<file path="src/rtl/dfd_pkg.sv">
`timescale 1ns / 1ps
`default_nettype none
package dfd_pkg;
  localparam int MANT_DIGITS_DEF = 30;
  localparam int EXP_LIMIT_DEF = 99999;
  localparam int EXP_W = 18;
  localparam int STATUS_W = 2;
  localparam logic [STATUS_W-1:0] ST_OK = 2'd0;
  localparam logic [STATUS_W-1:0] ST_DIV_ZERO = 2'd1;
  localparam logic [STATUS_W-1:0] ST_EXP_OVF = 2'd2;

  typedef enum logic [2:0] {
    S_IDLE,
    S_NORM,
    S_ALIGN,
    S_DIV,
    S_ROUND,
    S_PACK,
    S_DONE
  } state_t;
endpackage
`default_nettype wire

</file>
<file path="src/rtl/decimal_float_divider.sv">
// Sequence (N = MANT_DIGITS): normalize both mantissas, align, develop the N+1 quotient
// digits by repeated BCD subtraction, round over the N quotient digits, then pack; a zero
// operand goes from normalize straight to done.
// One request at a time: s_tready is high only in idle, and the single BCD subtract-compare unit is shared;
// s_tready returns in the cycle after the result is taken.
// Reset (rst, synchronous, active high) returns the sequencer to idle and drops m_tvalid.
`timescale 1ns / 1ps
`default_nettype none
module decimal_float_divider
  import dfd_pkg::*;
#(
  parameter int MANT_DIGITS = MANT_DIGITS_DEF,
  parameter int EXP_LIMIT = EXP_LIMIT_DEF
) (
  input  wire logic         clk,
  input  wire logic         rst,
  input  wire logic         s_tvalid,
  output logic              s_tready,
  // dividend_sign, dividend_high, dividend_low, dividend_exp, divisor_sign,
  // divisor_high, divisor_low, divisor_exp; then zero fill
  input  wire logic [279:0] s_tdata,
  output logic              m_tvalid,
  input  wire logic         m_tready,
  // quotient_sign, quotient_high, quotient_low, quotient_exp, status; then zero fill
  output logic [143:0]      m_tdata
);
  localparam int MW = 4 * MANT_DIGITS;
  localparam int WW = MW + 4;
  localparam int CW = $clog2(MANT_DIGITS + 2);
  localparam int XW = EXP_W + 2;
  localparam logic signed [XW-1:0] EXP_HI = XW'(EXP_LIMIT);
  localparam logic signed [XW-1:0] EXP_LO = -EXP_HI;
  localparam logic [CW-1:0] LAST_DIG = CW'(MANT_DIGITS);
  localparam logic [CW-1:0] LAST_RND = CW'(MANT_DIGITS - 1);

  state_t state, state_next;

  logic [WW-1:0] rem, dvs;
  logic [MW-1:0] q;
  logic [MW-1:0] m1, m2;
  logic signed [XW-1:0] e1, e2, ex;
  logic sgn;
  logic [CW-1:0] cnt;
  logic [3:0] dig;
  logic rnd_carry;
  logic [143:0] out;
  logic [MW-1:0] in1, in2;

  // One BCD subtractor, shared by the divide steps.
  logic [WW-1:0] diff;
  logic ge;
  always_comb begin
    logic bor;
    logic signed [5:0] v;
    bor = 1'b0;
    for (int i = 0; i < WW / 4; i++) begin
      v = $signed({2'b00, rem[4*i +: 4]}) - $signed({2'b00, dvs[4*i +: 4]}) -
          $signed({5'd0, bor});
      bor = v < 0;
      if (bor) v = v + 6'sd10;
      diff[4*i +: 4] = v[3:0];
    end
    ge = !bor;
  end

  function automatic logic [MW-1:0] unpack(input logic [59:0] hi, input logic [59:0] lo);
    logic [119:0] all;
    logic [MW-1:0] r;
    all = {hi, lo};
    for (int i = 0; i < MANT_DIGITS; i++)
      r[MW-4-4*i +: 4] = (all[116-4*i +: 4] > 4'd9) ? 4'd9 : all[116-4*i +: 4];
    return r;
  endfunction

  assign in1 = unpack(s_tdata[60:1], s_tdata[120:61]);
  assign in2 = unpack(s_tdata[199:140], s_tdata[259:200]);

  logic top1z, top2z, all1z, all2z;
  assign top1z = m1[MW-1 -: 4] == 4'd0;
  assign top2z = m2[MW-1 -: 4] == 4'd0;
  assign all1z = m1 == '0;
  assign all2z = m2 == '0;

  logic [3:0] low_dig, low_next;
  assign low_dig = q[3:0];
  assign low_next = !rnd_carry ? low_dig : (low_dig == 4'd9) ? 4'd0 : low_dig + 4'd1;

  logic [119:0] q_fin;
  logic signed [XW-1:0] ex_fin;
  logic ovf;
  always_comb begin
    q_fin = '0;
    if (rnd_carry) q_fin[119 -: 4] = 4'd1;
    else q_fin[119 -: MW] = q;
  end
  assign ex_fin = ex + (rnd_carry ? XW'(1) : XW'(0));
  assign ovf = ex_fin > EXP_HI || ex_fin < EXP_LO;

  always_comb begin
    state_next = state;
    case (state)
      S_IDLE:  if (s_tvalid) state_next = S_NORM;
      S_NORM: begin
        if (all2z || all1z) state_next = S_DONE;
        else if (!top1z && !top2z) state_next = S_ALIGN;
      end
      S_ALIGN: state_next = S_DIV;
      S_DIV:   if ((!ge || dig == 4'd9) && cnt == LAST_DIG) state_next = S_ROUND;
      S_ROUND: if (cnt == LAST_RND) state_next = S_PACK;
      S_PACK:  state_next = S_DONE;
      S_DONE:  if (m_tready) state_next = S_IDLE;
      default: state_next = S_IDLE;
    endcase
  end

  always_comb begin
    s_tready = state == S_IDLE;
    m_tvalid = state == S_DONE;
    m_tdata = out;
  end

  always_ff @(posedge clk) begin
    if (rst) state <= S_IDLE;
    else state <= state_next;
  end

  always_ff @(posedge clk) begin
    case (state)
      S_IDLE: begin
        m1 <= in1;
        m2 <= in2;
        e1 <= XW'($signed(s_tdata[138:121]));
        e2 <= XW'($signed(s_tdata[277:260]));
        sgn <= s_tdata[0] ^ s_tdata[139];
      end
      S_NORM: begin
        if (all2z) begin
          out <= {3'd0, ST_DIV_ZERO, 139'd0};
        end else if (all1z) begin
          out <= {143'd0, sgn};
        end else begin
          if (top1z) begin
            m1 <= m1 << 4;
            e1 <= e1 - XW'(1);
          end
          if (top2z) begin
            m2 <= m2 << 4;
            e2 <= e2 - XW'(1);
          end
        end
      end
      S_ALIGN: begin
        dvs <= {4'd0, m2};
        cnt <= '0;
        dig <= '0;
        q <= '0;
        rnd_carry <= 1'b0;
        if (m1 >= m2) begin
          rem <= {4'd0, m1};
          ex <= e1 - e2 + XW'(1);
        end else begin
          rem <= {m1, 4'd0};
          ex <= e1 - e2;
        end
      end
      S_DIV: begin
        if (ge && dig != 4'd9) begin
          rem <= diff;
          dig <= dig + 4'd1;
        end else begin
          rem <= {rem[WW-5:0], 4'd0};
          dig <= '0;
          if (cnt == LAST_DIG) begin
            rnd_carry <= dig > 4'd4;
            cnt <= '0;
          end else begin
            q <= {q[MW-5:0], dig};
            cnt <= cnt + CW'(1);
          end
        end
      end
      S_ROUND: begin
        q <= {low_next, q[MW-1:4]};
        rnd_carry <= rnd_carry && low_dig == 4'd9;
        cnt <= cnt + CW'(1);
      end
      S_PACK: begin
        if (ovf) out <= {3'd0, ST_EXP_OVF, 139'd0};
        else out <= {3'd0, ST_OK, ex_fin[EXP_W-1:0], q_fin[59:0], q_fin[119:60], sgn};
      end
      default: ;
    endcase
  end
endmodule
`default_nettype wire

</file>
<file path="config.mk">
export PLATFORM = sky130hd
export DESIGN_NAME = decimal_float_divider
export DESIGN_NICKNAME = d
export VERILOG_FILES = /design/src/rtl/dfd_pkg.sv /design/src/rtl/decimal_float_divider.sv
export SDC_FILE = /design/constraint.sdc
export NUM_CORES = 2
export LEC_CHECK = 0
export ABC_CLOCK_PERIOD_IN_PS = 35800
export BUFFER_PORTS_ARGS = -buffer_cell sky130_fd_sc_hd__buf_2
export CAP_MARGIN = 20
export CORE_ASPECT_RATIO = 0.8
export CORE_MARGIN = 1.5
export CORE_UTILIZATION = 48
export CTS_CLUSTER_SIZE = 28
export DETAILED_ROUTE_END_ITERATION = 8
export PLACE_DENSITY = 0.67
export SETUP_SLACK_MARGIN = 0.4
export SLEW_MARGIN = 10
export SYNTH_ARGS = -nofsm -noshare
export SYNTH_HDL_FRONTEND = slang
export SYNTH_SLANG_ARGS = --single-unit
</file>
<file path="constraint.sdc">
create_clock -name clk -period 35.8 [get_ports clk]
set_clock_uncertainty 0.2 [all_clocks]
set_input_delay 1.79 -clock clk [delete_from_list [all_inputs] [get_ports clk]]
set_output_delay 1.79 -clock clk [all_outputs]
set_load 0.02 [all_outputs]
</file>
==> qor.tcl <==
set qor(worst_case_vdd_ir_drop_mv) 0.138
set qor(hold_bufs_inserted_after_cts) 0
set qor(ys_seq_elements) 819
set qor(number_of_enable_flip_flop_cells_after_synthesis) 816
set qor(critPathKind) {reg -> reg}
set qor(grt_antenna_before_repair) 5
set qor(globalRouteTotalUtil) 0.249
set qor(postCtsSetupRepairBufs) 0
set qor(drt-initial-drc-count) 3283
set qor(synth_simple_gate_area_frac) 0.128
set qor(timing_worst_slew_pin_value_ns) 1.12
set qor(timing.slew.headroom) 0.254
set qor(critical_path.endpoint) {q[52]}
set qor(setup.worst_path.start_class) {flop}
set qor(max_clock_freq_mhz) 34.2
set qor(grt_max_degree) 233
set qor(layout.core_utilization) 0.546
set qor(firstDrtPassIters) 5
set qor(finalWorstPathRequiredPeriod_ns) 29.27
set qor(cts.clk_slew.worst_paths_ns) 0.06
set qor(cp_common_cell) {ha_1}
set qor(worst_ep_arrival_time_ns) 29.41
set qor(syn-instance-count) 4451
set qor(num_vias) 35500
set qor(worst-r2r-setup-slack_ns) 6.53
set qor(critPathCaptureType) {flop}
set qor(area_delta_synth_final_pct) 13.1
set qor(row_count) 104
set qor(hpwlAfterDp_um) 92300
set qor(die-height_um) 287
set qor(syn_area_um2) 48500
set qor(first_global_vias) 34300
set qor(worstPathRequired_ns) 35.94
set qor(synth_compound_area_frac) 0.131
set qor(post_drt_wl_per_cell_um) 20.8
set qor(clock_sink_count) 819
set qor(clockBufferDepth) 3
set qor(timing.critical_path.fanout_max) 71
set qor(route.antenna.remaining_nets) 0
set qor(rsz0062_at_grt) {no}
set qor(cts-htree-levels) 3
set qor(place.detailed.instances) 6051
set qor(p_total_mw) 5.85
set qor(ctsResizeCount) 0
set qor(muxShareOfSynthArea) 0.0371
set qor(post_synth_xor_area_fraction) 0.0431
set qor(core_region_area_um2) 100000
set qor(rr_worst_depth) 131
set qor(critPathLaunch) {rem[0]}
set qor(die-area_um2) 103000
set qor(regToRegEndpoint) {q[52]}
set qor(tritoncts) {yes}
set qor(seq_area_frac_synth) 0.507
set qor(design.portCount) 430
set qor(syn_area_per_cell_um2) 10.9
set qor(worstSkewPairLatency_ns) 0.68
set qor(finish.net_count) 5495
set qor(finish.instance_area_um2) 54800
set qor(dieWidth_um) 358
set qor(synth-adder-area-share) 0.106
set qor(outcome) {completed}
set qor(timing.final.setup_violations) 0
set qor(synth.yosys.warnings) 0
set qor(critical_path.reg2reg.startpoint) {rem[0]}
set qor(placed_area_um2) 51900
set qor(hold_viol) 0
set qor(gpl.final_weighted_congestion) 0.891
set qor(setup_tns_ns) 0
set qor(synth_cell_types) 72
set qor(remaining_drc_errors) 0
set qor(critical_path.slowest_cell) {buf_4}
set qor(total_congestion_overflow_after_global_routing) 0
set qor(avgViaCountPerCell) 5.71
set qor(ys_async_sr_fraction) 0
set qor(static_leakage_nw) 23.4
set qor(timing.max_cap.violations) 0
set qor(first_pass_grt_wire_length_um) 198000
set qor(final_cell_count_no_fill) 6218
set qor(power_density_nw_per_um2) 107
set qor(synth_flop_cell) {edfxtp_1}
set qor(final_layout_size_suffix_gt1_frac) 0.126
set qor(clk_root_buffer_cell) {clkbuf_16}
set qor(worst_hold_path_type) {reg -> reg}
set qor(cpPeakStageDelay_ns) 0.64
set qor(initial_utilization) 0.483
set qor(finalMaxSlewViolations) 0
set qor(synth_top_family_by_area) {compound AO/OA/AOI/OAI gates}
set qor(cts_inserted_buffers) 87
set qor(wirelength_um) 129000
set qor(period_share) 0.818
set qor(port_buffers) 424
[logic make-up after synthesis]
group / count (synthesis)
flip-flops: 819
AND/OR/NAND/NOR: 1216
adder cells (fa/ha/maj): 392
multiplexers: 179
other: 1
AO/OA/AOI/OAI: 1007
XOR/XNOR: 237
buffers and inverters: 600
[placed cells by master (no fill, tap or decap), types with 6 or more instances in the layout]
master	n
edfxtp_1	816
buf_2	426
nand2_1	421
inv_1	416
ha_1	361
a21oi_1	310
o21ai_0	267
nor2_1	177
mux2i_1	176
xnor2_1	151
nand3b_1	123
and2_1	123
a22o_1	117
a211oi_1	95
clkbuf_16	87
xor2_1	85
nor4_1	77
a21o_1	72
nand3_1	45
nand4_1	42
nor3_1	41
nor2b_1	39
o211ai_1	39
or3_1	35
and3_1	33
fa_1	31
buf_4	31
o22a_1	29
clkinv_1	21
clkinv_2	16
nand2b_1	15
clkbuf_1	13
and4_1	10
bufinv_16	10
nor3b_1	9
a2111oi_0	7
o31ai_1	6
a221oi_1	6
a31oi_1	6
[synthesized netlist by cell type (all sizes together), types with 6 or more instances]
master,n,area [µm²]
buf,24,119
nor3b,11,87.6
nand3b,123,923
and3,33,206
a31oi,6,37.5
or3,36,225
and2,125,782
fa,31,621
a21o,72,541
a22o,117,1020
xor2,85,744
nor4,80,500
inv,416,1560
nor2b,40,250
nand2b,15,93.8
nor3,42,210
nand4,43,275
mux2i,176,1760
a2111oi,7,61.3
o31ai,6,45.0
o211ai,39,293
clkbuf,160,614
a221oi,6,52.6
o21a,7,52.6
a211oi,95,713
and4,10,87.6
a21oi,311,1560
edfxtp,816,24500
nor2,178,668
ha,361,4520
nand3,45,225
xnor2,151,1320
nand2,422,1580
o22a,29,254
o21ai,272,1360
[area by class of cell]
class,count,area (µm²)
fill,8647,45500
sequential,819,24600
multi-input combinational,3034,21700
timing repair buffer,461,2440
clock buffer,100,2230
tap,1325,1660
inverter,416,1560
clock inverter,59,587
antenna,4,10.0
[layer usage]
metal  vias to the layer above  global-route usage  share of wire
li1                      17000                   -              -
met1                     17100               0.360           0.46
met2                      1172               0.388           0.45
met3                       186              0.0377          0.065
met4                         0              0.0688          0.026
met5                         -                   0              0
[power by group]
part | leakage [nW] | internal (mW) | switching [mW]
Sequential | 8.09 | 1.62 | 0.398
Combinational | 14.0 | 1.19 | 1.73
Clock | 1.37 | 0.519 | 0.391
[metrics by stage]
stage | hold slack [ns] | setup WS, ns
after floorplan | 0.250 | 9.62
after global placement | 0.263 | 7.33
after detailed placement | 0.262 | 6.73
after CTS | 0.277 | 6.61
after global routing | 0.286 | 4.00
final | 0.281 | 6.53
[sequential cells by signal, indices dropped and copies added, names as in the netlist, 3 cells and up]
register,cells
cnt,5
dig,4
dvs,120
e1,20
e2,20
ex,20
m1,120
m2,120
m_tdata,141
q,120
rem,124
state,3
[critical path: cells and delay by family, from the launching register on]
family | cells | cell delay, ns
adder cells (fa/ha/maj) | 33 | 7.44
AND/OR/NAND/NOR | 31 | 6.42
buffers and inverters | 33 | 4.33
flip-flops | 1 | 0.36
AO/OA/AOI/OAI | 34 | 10.11
[worst min path at each step]
stage | start | to | depth (start not counted)
4_1_cts | m2[39] | dvs[39] | 0
3_3_place_gp | m2[39] | dvs[39] | 0
5_1_grt | m2[39] | dvs[39] | 0
3_5_place_dp | m2[63] | dvs[63] | 0
6_report | m2[43] | dvs[43] | 0
2_1_floorplan | m2[103] | dvs[103] | 0
No activity file was read; power rests on OpenSTA's default activity.
